===== src/rtl/core/sgpj_pkg.sv =====
// sgpj_pkg: field widths, group phase codes and the stored taxi entry type
// for the sorted group pair join; no dependencies
`default_nettype none

package sgpj_pkg;

  localparam int unsigned TimeW = 31;
  localparam int unsigned LatW  = 31;
  localparam int unsigned LonW  = 32;
  localparam int unsigned IdW   = 16;
  localparam int unsigned LineW = 32;

  typedef enum logic [2:0] {
    PH_SKIP  = 3'b001,
    PH_TAXI  = 3'b010,
    PH_TWEET = 3'b100
  } phase_e;

  typedef struct packed {
    logic [IdW-1:0]   ident;
    logic [LineW-1:0] line;
  } taxi_entry_t;

endpackage

`default_nettype wire


===== src/rtl/core/sorted_group_pair_join.sv =====
// sorted_group_pair_join: groups sorted taxi records and emits one pair per buffered
// taxi for each matching tweet; depends on sgpj_pkg
//
// Input channel (in_valid_i/in_ready_o) takes one record per transfer: a taxi or a
// tweet with time, position, id and line number. Output channel (out_valid_o/
// out_ready_i) gives one taxi/tweet pair per transfer.
// Taxis and non-matching tweets do not hold the input and produce nothing.
// A matching tweet holds the input while its group of buffered taxis is read out:
// the taxi buffer has one write port and a registered read port, read at one entry
// per cycle while the output register takes them, and each read entry goes through
// the read data register to the output register. Pairs leave one per cycle while
// the receiver takes them; last_pair_o marks the final pair of the tweet.
// A stalled receiver holds the output register and the read pipeline in place;
// the next record is taken as soon as all reads of the tweet have been handed to
// the output register, so a finished pair may still wait there.
// Reset clears the phase (no open group), key, count and overflow flag; the buffer
// memory is not cleared, only entries below the count are read.
// Taxis beyond MAX_GROUP in one group are dropped and flagged in group_overflowed_o.
`default_nettype none

module sorted_group_pair_join #(
  parameter int unsigned MAX_GROUP = 16
) (
  input  wire logic                                clk_i,
  input  wire logic                                rst_ni,
  input  wire logic                                in_valid_i,
  output logic                                     in_ready_o,
  input  wire logic                                is_tweet_i,
  input  wire logic        [sgpj_pkg::TimeW-1:0]   epoch_time_i,
  input  wire logic signed [sgpj_pkg::LatW-1:0]    latitude_i,
  input  wire logic signed [sgpj_pkg::LonW-1:0]    longitude_i,
  input  wire logic        [sgpj_pkg::IdW-1:0]     record_id_i,
  input  wire logic        [sgpj_pkg::LineW-1:0]   line_number_i,
  output logic                                     out_valid_o,
  input  wire logic                                out_ready_i,
  output logic             [sgpj_pkg::LineW-1:0]   taxi_line_o,
  output logic             [sgpj_pkg::IdW-1:0]     taxi_ident_o,
  output logic             [sgpj_pkg::LineW-1:0]   tweet_line_o,
  output logic             [sgpj_pkg::IdW-1:0]     hashtag_ident_o,
  output logic                                     last_pair_o,
  output logic                                     group_overflowed_o
);

  localparam int unsigned CntW = $clog2(MAX_GROUP + 1);
  localparam int unsigned IdxW = (MAX_GROUP > 1) ? $clog2(MAX_GROUP) : 1;
  localparam logic [CntW-1:0] MaxCnt = CntW'(MAX_GROUP);

  sgpj_pkg::phase_e phase_q, phase_d;
  logic        [sgpj_pkg::TimeW-1:0] grp_time_q, grp_time_d;
  logic signed [sgpj_pkg::LatW-1:0]  grp_lat_q, grp_lat_d;
  logic signed [sgpj_pkg::LonW-1:0]  grp_lon_q, grp_lon_d;
  logic [CntW-1:0] count_q, count_d;
  logic            ovf_q, ovf_d;

  logic            emit_q, emit_d;
  logic [CntW-1:0] rd_idx_q, rd_idx_d;
  logic            rd_pend_q, rd_pend_d;
  logic            rd_last_q, rd_last_d;

  logic [sgpj_pkg::LineW-1:0] tw_line_q;
  logic [sgpj_pkg::IdW-1:0]   tw_hash_q;

  sgpj_pkg::taxi_entry_t mem_q [MAX_GROUP];
  sgpj_pkg::taxi_entry_t rd_data_q;

  logic            in_xfer, key_match, grp_open, mem_we, rd_en, load;
  logic [IdxW-1:0] wr_addr;
  logic [CntW-1:0] rd_idx_inc;

  logic                       out_valid_q;
  logic [sgpj_pkg::LineW-1:0] out_taxi_line_q, out_tweet_line_q;
  logic [sgpj_pkg::IdW-1:0]   out_taxi_id_q, out_hash_q;
  logic                       out_last_q, out_ovf_q;

  assign in_ready_o = !emit_q && !rd_pend_q;
  assign in_xfer    = in_valid_i && in_ready_o;
  assign key_match  = (epoch_time_i == grp_time_q) && (latitude_i == grp_lat_q) &&
                      (longitude_i == grp_lon_q);
  assign grp_open   = (phase_q == sgpj_pkg::PH_TAXI) || (phase_q == sgpj_pkg::PH_TWEET);

  assign load       = rd_pend_q && (!out_valid_q || out_ready_i);
  assign rd_en      = emit_q && (!rd_pend_q || load);
  assign rd_idx_inc = rd_idx_q + CntW'(1);

  always_comb begin
    phase_d    = phase_q;
    grp_time_d = grp_time_q;
    grp_lat_d  = grp_lat_q;
    grp_lon_d  = grp_lon_q;
    count_d    = count_q;
    ovf_d      = ovf_q;
    emit_d     = emit_q;
    rd_idx_d   = rd_idx_q;
    rd_pend_d  = rd_pend_q;
    rd_last_d  = rd_last_q;
    mem_we     = 1'b0;
    wr_addr    = '0;
    if (in_xfer) begin
      if (!is_tweet_i) begin
        if ((phase_q == sgpj_pkg::PH_TAXI) && key_match) begin
          if (count_q < MaxCnt) begin
            mem_we  = 1'b1;
            wr_addr = count_q[IdxW-1:0];
            count_d = count_q + CntW'(1);
          end else begin
            ovf_d = 1'b1;
          end
        end else begin
          grp_time_d = epoch_time_i;
          grp_lat_d  = latitude_i;
          grp_lon_d  = longitude_i;
          mem_we     = 1'b1;
          wr_addr    = '0;
          count_d    = CntW'(1);
          ovf_d      = 1'b0;
          phase_d    = sgpj_pkg::PH_TAXI;
        end
      end else if (grp_open && key_match) begin
        phase_d  = sgpj_pkg::PH_TWEET;
        emit_d   = 1'b1;
        rd_idx_d = '0;
      end else begin
        phase_d = sgpj_pkg::PH_SKIP;
      end
    end
    if (load) begin
      rd_pend_d = 1'b0;
    end
    if (rd_en) begin
      rd_pend_d = 1'b1;
      rd_last_d = (rd_idx_inc == count_q);
      rd_idx_d  = rd_idx_inc;
      if (rd_idx_inc == count_q) begin
        emit_d = 1'b0;
      end
    end
  end

  always_ff @(posedge clk_i or negedge rst_ni) begin
    if (!rst_ni) begin
      phase_q     <= sgpj_pkg::PH_SKIP;
      grp_time_q  <= '0;
      grp_lat_q   <= '0;
      grp_lon_q   <= '0;
      count_q     <= '0;
      ovf_q       <= 1'b0;
      emit_q      <= 1'b0;
      rd_idx_q    <= '0;
      rd_pend_q   <= 1'b0;
      rd_last_q   <= 1'b0;
      out_valid_q <= 1'b0;
    end else begin
      phase_q    <= phase_d;
      grp_time_q <= grp_time_d;
      grp_lat_q  <= grp_lat_d;
      grp_lon_q  <= grp_lon_d;
      count_q    <= count_d;
      ovf_q      <= ovf_d;
      emit_q     <= emit_d;
      rd_idx_q   <= rd_idx_d;
      rd_pend_q  <= rd_pend_d;
      rd_last_q  <= rd_last_d;
      if (load) begin
        out_valid_q <= 1'b1;
      end else if (out_ready_i) begin
        out_valid_q <= 1'b0;
      end
    end
  end

  // tweet fields for the pairs being read out
  always_ff @(posedge clk_i) begin
    if (in_xfer && is_tweet_i) begin
      tw_line_q <= line_number_i;
      tw_hash_q <= record_id_i;
    end
  end

  // taxi buffer, one write and one registered read port
  always_ff @(posedge clk_i) begin
    if (mem_we) begin
      mem_q[wr_addr] <= '{ident: record_id_i, line: line_number_i};
    end
  end

  always_ff @(posedge clk_i) begin
    if (rd_en) begin
      rd_data_q <= mem_q[rd_idx_q[IdxW-1:0]];
    end
  end

  always_ff @(posedge clk_i) begin
    if (load) begin
      out_taxi_line_q  <= rd_data_q.line;
      out_taxi_id_q    <= rd_data_q.ident;
      out_tweet_line_q <= tw_line_q;
      out_hash_q       <= tw_hash_q;
      out_last_q       <= rd_last_q;
      out_ovf_q        <= ovf_q;
    end
  end

  assign out_valid_o        = out_valid_q;
  assign taxi_line_o        = out_taxi_line_q;
  assign taxi_ident_o       = out_taxi_id_q;
  assign tweet_line_o       = out_tweet_line_q;
  assign hashtag_ident_o    = out_hash_q;
  assign last_pair_o        = out_last_q;
  assign group_overflowed_o = out_ovf_q;

`ifndef NO_ASSERTIONS
  a_count_bound: assert property (@(posedge clk_i) disable iff (!rst_ni)
    count_q <= MaxCnt)
    else $error("taxi count beyond buffer depth");

  a_emit_phase: assert property (@(posedge clk_i) disable iff (!rst_ni)
    emit_q |-> (phase_q == sgpj_pkg::PH_TWEET))
    else $error("readout outside tweet phase");

  a_emit_index: assert property (@(posedge clk_i) disable iff (!rst_ni)
    emit_q |-> (rd_idx_q < count_q))
    else $error("read index past group size");

  a_last_done: assert property (@(posedge clk_i) disable iff (!rst_ni)
    (rd_pend_q && rd_last_q) |-> !emit_q)
    else $error("reads continue after last entry");

  a_match_emits: assert property (@(posedge clk_i) disable iff (!rst_ni)
    (in_xfer && is_tweet_i && grp_open && key_match) |=> emit_q)
    else $error("matching tweet did not start readout");
`endif

endmodule

`default_nettype wire

===== config.mk =====
export PLATFORM = sky130hd
export DESIGN_NAME = sorted_group_pair_join
export DESIGN_NICKNAME = d
export VERILOG_FILES = /design/src/rtl/core/sgpj_pkg.sv /design/src/rtl/core/sorted_group_pair_join.sv
export SDC_FILE = /design/constraint.sdc
export NUM_CORES = 1
export LEC_CHECK = 0
export BUFFER_PORTS_ARGS = -buffer_cell sky130_fd_sc_hd__buf_2
export CAP_MARGIN = 10
export CORE_UTILIZATION = 50
export CTS_BUF_LIST = sky130_fd_sc_hd__clkbuf_16
export CTS_CLUSTER_DIAMETER = 200
export DETAILED_ROUTE_END_ITERATION = 8
export PLACE_DENSITY = 0.75
export REMOVE_ABC_BUFFERS = 1
export SLEW_MARGIN = 20
export SYNTH_ARGS = -nofsm -noshare
export SYNTH_HDL_FRONTEND = slang
export SYNTH_SLANG_ARGS = --single-unit

===== constraint.sdc =====
create_clock -name clk_i -period 17.8 [get_ports clk_i]
set_input_delay 2.67 -clock clk_i [delete_from_list [all_inputs] [get_ports clk_i]]
set_output_delay 2.67 -clock clk_i [all_outputs]
set_load 0.03 [all_outputs]

After elaboration in Yosys (flattened, before gate mapping)

Memory sizes are Yosys's and may differ from the RTL's. A register that Yosys moved wholly into a read port is not among the register bits.
Index checks and enable logic that the tools add are counted.

Bits of input ports: 147
Register bits: 258
RAM bits: 768
Bits in latches: 0
Memories kept: 1
Logic and storage cells: 89
Output and inout bits: 100
Memory bits (read-only): 0

Memories:

| name  | words | width | rd ports | clocked after memory_dff | wr ports | RTL line                     | RTL |
|---|---|---|---|---|---|---|---|
| mem_q | 16    | 48    | 1        | 1                        | 1        | sorted_group_pair_join.sv:63 | `sgpj_pkg::taxi_entry_t mem_q [MAX_GROUP];` |

$mul: 0
Add/subtract/negate cells: 2
Div/mod/pow operators: 0
Multiplexer cells: 30
Bitwise logic cells: 2
Shift-type cells: 0
Equal/unequal tests: 9
Reduce and logical (&&, ||, !) cells: 25
Magnitude comparators: 1

Operator list:

| operator                                                               | number |
|---|---|
| 31-bit equality test                                                   | 2 |
| 32-bit equality test                                                   | 1 |
| 5-bit two-way mux                                                      | 6 |
| 1-bit two-way mux                                                      | 17 |
| 4-bit two-way mux                                                      | 4 |
| 3-bit AND reduction                                                    | 4 |
| 5-bit by 1-bit adder with 5-bit output (second input constant)         | 2 |
| 2-bit nonzero test                                                     | 5 |
| 1-bit logical AND                                                      | 9 |
| 3-bit two-way mux                                                      | 3 |
| 5-bit equality test                                                    | 1 |
| 5-bit less-than comparator (second input constant)                     | 1 |
| 2-bit != test (second input constant)                                  | 2 |
| 3-bit by 2-bit equality test with 1-bit output (second input constant) | 1 |
| 3-bit equality test (second input constant)                            | 1 |
| 1-bit zero test                                                        | 3 |
| 1-bit logical OR                                                       | 3 |
| 2-bit by 1-bit != test with 1-bit output (second input constant)       | 1 |
| 1-bit NOT                                                              | 2 |
| 2-bit AND reduction                                                    | 1 |

Logic depth before layout (Yosys ltp)

Depth in word-level cells: 9
Depth in mapped cells: 8
Depth with buffers taken out: 6

Worst setup path before layout

OpenSTA, ideal clock, no wires.

Path kind: input to register
Start: input port latitude_i[13] (netlist name)
End: memory mem_q[10][0] (netlist name) (enable)
Path slack: 8.487 ns
Stages on the path: 7
Data arrival time: 8.741 ns
Data required time: 17.227 ns
Cells stage by stage: xor2_1 > nor4_1 > nand4_1 > nor4_4 > nand3_1 > clkbuf_1 > nor4_1

Cells in the longest elaborated chain, start to end: 9

Ends and longest elaborated chain:

| item                                    | RTL line                      | RTL |
|---|---|---|
| start: declaration                      | sorted_group_pair_join.sv:30  | `input wire logic signed [sgpj_pkg::LatW-1:0] latitude_i,` |
| 31-bit equality test (*)                | sorted_group_pair_join.sv:77  | `assign key_match = (epoch_time_i == grp_time_q) && (latitude_i == grp_lat_q) &&` |
| 1-bit logical AND (*) (2 in series)     | sorted_group_pair_join.sv:77  |  |
| 1-bit logical AND (*)                   | sorted_group_pair_join.sv:100 | `if ((phase_q == sgpj_pkg::PH_TAXI) && key_match) begin` |
| 1-bit two-way mux                       | sorted_group_pair_join.sv:100 |  |
| 1-bit two-way mux                       | sorted_group_pair_join.sv:99  | `if (!is_tweet_i) begin` |
| 1-bit two-way mux                       | sorted_group_pair_join.sv:98  | `if (in_xfer) begin` |
| 1-bit two-way mux                       | sorted_group_pair_join.sv:181 | `if (mem_we) begin` |
| 1-bit two-way mux (not written as such) | sorted_group_pair_join.sv:182 | `mem_q[wr_addr] <= '{ident: record_id_i, line: line_number_i};` |
| end: declaration                        | sorted_group_pair_join.sv:63  |  |

Every way passes the cells marked *; elsewhere a longest branch is shown, timed or not.

Worst setup path after layout

Start: input port longitude_i[24] (netlist name)
End: memory mem_q[1][42] (netlist name) (enable)

Cells in the longest elaborated chain, start to end: 8

Ends and longest elaborated chain:

| item                                    | RTL line                      | RTL |
|---|---|---|
| start: declaration                      | sorted_group_pair_join.sv:31  | `input wire logic signed [sgpj_pkg::LonW-1:0] longitude_i,` |
| 32-bit equality test (*)                | sorted_group_pair_join.sv:78  | `(longitude_i == grp_lon_q);` |
| 1-bit logical AND (*)                   | sorted_group_pair_join.sv:77  |  |
| 1-bit logical AND (*)                   | sorted_group_pair_join.sv:100 |  |
| 1-bit two-way mux                       | sorted_group_pair_join.sv:100 |  |
| 1-bit two-way mux                       | sorted_group_pair_join.sv:99  |  |
| 1-bit two-way mux                       | sorted_group_pair_join.sv:98  |  |
| 1-bit two-way mux                       | sorted_group_pair_join.sv:181 |  |
| 1-bit two-way mux (not written as such) | sorted_group_pair_join.sv:182 |  |

Marked as above.

==> summary.md <==
| Metric | Value |
|---|---|
| Max frequency | 0.170 GHz |
| Hold_buf cts | 0 |
| Die H | 288 µm |
| Final #Nets | 2,535 |
| Post-Route WL | 83,000 µm |
| Die X | 288 µm |
| Mapped cell area | 40,900 µm² |
| Number of top-level pins | 247 |
| Layout cells sized above 1 | 27.8% |
| Synth area leaders | edfxtp_1, dfrtp_1, mux4_2, mux2i_1, mux2_2 |
| Reg power frac | 55.1% |
| Cell Area, Placed | 43,400 µm² |
| R2R Setup Slk | 13,580 ps |
| Routability cong. | 0.765 |
| Hold crit path type | register to register |
| Post-CTS sizing | 0 |
| Post-Syn Instances | 2,097 |
| Slew HR | 28.8% |
| Rows | 104 |
| Min cycle time layout | 5880 ps |
| Internal | 4.05 mW |
| CTS root buffer | clkbuf_16 |
| CTS tree | done |
| DR WL/cell | 23.4 µm |
| Critical Path AT | 6180 ps |
| Pwr Total | 5.10 mW |
| WHS Path Cells | 0 |
| Synthesized flop and latch total | 1,074 |
| Clock-pin transition on the worst setup and hold timing paths | 60 ps |
| Avg Cell Area, Syn | 19.5 µm² |
| Final instance area | 46,800 µm² |
| Hold path start | tw_hash_q[7] |
| Setup Buffers After CTS | 0 |
| Distinct cells, synth | 45 |
| Final std cells w/o fill | 3,539 |
| FF-to-FF path depth | 7 |
| PD cells | 109 nW/µm² |
| Initial Utilization | 50.7% |
| Combinational group share of total power | 3.0% |
| Setup WS post-layout | 11,920 ps |
| Sw frac | 20.6% |
| Wire length of the first global-routing pass | 126,000 µm |
| GRT Total Usage | 20.2% |
| Top cell type by total area after synthesis | edfxtp_1 |
| Largest net degree at the start of global routing | 127 |
| Worst-Skew Late Latency | 680 ps |
| Worst-path maximum fanout | 48 |
| Crit-path cells | buf_2, xor2_1, nor4_1, nand4_1, nor4_4, nand3_1, nor4_2, buf_4 |
| Area Overhead vs Synth | 14.5% |
| Total gr overflow | 0 |
| Drt first pass iters | 7 |
| Final Hold Fails | 0 |
| Longest Clk Path Bufs | 3 |
| Worst Path Required | 18,090 ps |
| DRT iter0 DRCs | 1,754 |
| Switching power total | 1.05 mW |
| Post-DP HPWL | 46,300 µm |
| Syn. warnings | 0 |
| FF-to-FF Start | rd_idx_q[0] |
| Clock sinks | 1,074 |
| CTS Buf Count | 106 |
| Final Util | 58.0% |
| Worst Hold Endpoint | hashtag_ident_o[7] |
| Register area | 31,700 µm² |
| Max IR drop VDD | 76.5 µV |
| PortBufs | 246 |
| RSZ-0062 raised after global routing | no |
| Core area | 80,700 µm² |
| Die area | 82,900 µm² |
| Vias in the first global route | 21,300 |
| Status | finished, final reports clean |
| Max incr delay on CP | 760 ps |
| Drt drc | 0 |
| Placed cell count | 3,338 |
| DR vias/cell | 5.73 |
| Seq/Total Area, Yosys | 77.5% |
| Worst-margin pin slew | 1070 ps |
| Area fraction of the dominant cell type after synthesis | 70.6% |
| H-Tree Depth | 3 |
| Pins Over Slew Limit | 0 |
| Leak Pwr | 15.5 nW |
| Crit Path Category | input pin to register |
| Final setup viols | 0 |
| Critical path startpoint category | input pin |
| Setup_tns | 0 ps |
| Worst hold slack | 401 ps |
| CP max-delay cell | buf_4 |
| Initial antenna violation count | 10 |
| Vias | 20,300 |
| Clock power frac | 41.8% |
| Worst r2r dst | rd_data_q[38] |
| Worst slack at placement | 11,130 ps |
| Routed Antenna Nets | 0 |
| FILL cells | 5,849 |
| CP endpoint kind | register |
| Period utilization | 33.1% |
| Final Skew | 28.9 ps |
| Multi-input logic area | 8890 µm² |
| MaxCap Viol Count | 0 |
state kept, by name (all words and copies together), names as in the netlist:
register            cells
emit_q                  1
grp_lat_q              31
hashtag_ident_o        16
group_overflowed_o      1
rd_data_q              48
count_q                 5
out_valid_o             1
taxi_ident_o           16
grp_time_q             31
rd_last_q               1
last_pair_o             1
tw_line_q              32
ovf_q                   1
taxi_line_o            32
tw_hash_q              16
grp_lon_q              32
tweet_line_o           32
mem_q                 768
rd_idx_q                5
rd_pend_q               1
phase_q                 3
worst max-delay path: cells and delay by family:
family / cells / cell delay (ps)
and+or+nand+nor: 5 / 2440
buffers and inverters: 2 / 870
xor gates and xnor gates: 1 / 140
kinds of logic after synthesis:
logic type,count (synthesis),share of synthesized area (%)
fa+ha+maj,2,0.0612
xor+xnor,92,1.97
buf+inv,107,1.11
mux,382,13.0
flops,1074,77.5
simple gates,172,2.14
compound gates,268,4.18
synthesized netlist by cell type (all sizes together):
| master | instances |
|---|---|
| a21o | 1 |
| and2 | 3 |
| clkbuf | 67 |
| nand2 | 73 |
| xnor2 | 3 |
| o2111a | 2 |
| dfrtp | 111 |
| o22a | 1 |
| edfxtp | 962 |
| nor2b | 13 |
| nor4 | 37 |
| a222oi | 1 |
| o22ai | 4 |
| a21oi | 50 |
| nand3 | 4 |
| a2111oi | 2 |
| mux4 | 96 |
| a31oi | 3 |
| or2 | 2 |
| mux2i | 145 |
| a221oi | 49 |
| nand4 | 7 |
| a41oi | 4 |
| ha | 2 |
| or3 | 1 |
| buf | 29 |
| and3 | 1 |
| xor2 | 89 |
| nor2 | 12 |
| and4 | 1 |
| a22oi | 48 |
| mux2 | 141 |
| nand2b | 14 |
| o21ai | 102 |
| dfstp | 1 |
| inv | 11 |
| o21a | 1 |
| nor3 | 4 |
worst max-delay path by stage:
| stage | start | endpoint | slack [ps] |
|---|---|---|---|
| 6_report | longitude_i[24] | mem_q[1][42] | 11920 |
| 3_3_place_gp | longitude_i[24] | mem_q[1][26] | 11320 |
| 2_1_floorplan | rd_idx_q[0] | emit_q | 6960 |
| 4_1_cts | longitude_i[16] | mem_q[1][0] | 11840 |
| 3_5_place_dp | longitude_i[16] | mem_q[1][7] | 11130 |
| 5_1_grt | longitude_i[24] | mem_q[3][39] | 11600 |
power by group through the flow:
stage | Sequential [mW] | Clock, mW | Combinational, mW
after floorplan | 2.86 | 0 | 0.0882
after global placement | 2.86 | 0 | 0.149
after detailed placement | 2.86 | 0 | 0.158
after CTS | 2.81 | 2.17 | 0.158
after global routing | 2.82 | 2.26 | 0.172
final | 2.81 | 2.13 | 0.155
layout make-up:
cell class	instances	share of cell area (%)
sequential	1074	67.7
multi-input combinational	916	19.0
clock buffer	106	5.66
timing repair buffer	277	3.18
tap	1060	2.83
clock inverter	94	1.55
inverter	11	0.0908
antenna	1	0.00534
layout by cell type, fill, tap and decap left out, types with 4 or more instances in the layout:
cell	count
edfxtp_1	962
buf_2	245
mux2i_1	145
dfrtp_1	107
clkbuf_16	106
mux2_2	104
o21ai_0	102
mux4_2	96
xor2_1	89
nand2_1	72
a21oi_1	50
a221oi_1	49
a22oi_1	48
mux2_4	34
clkinv_1	33
inv_1	30
buf_4	28
nor4_1	20
clkinv_2	18
nor4_2	16
nand2b_1	14
nor2_1	12
nor2b_1	11
nand4_1	7
bufinv_16	7
clkinvlp_4	6
nor3_1	4
nand3_1	4
a41oi_1	4
o22ai_1	4
layer usage:
metal  global-route usage (%)  vias up  part of all wire, %
li1                         -     9008                    -
met1                     26.9    10500                   41
met2                     33.1      674                   49
met3                     4.78      130                  7.3
met4                     5.89       16                  2.0
met5                        0        -                 0.11
(Power assumes the default switching activity.)
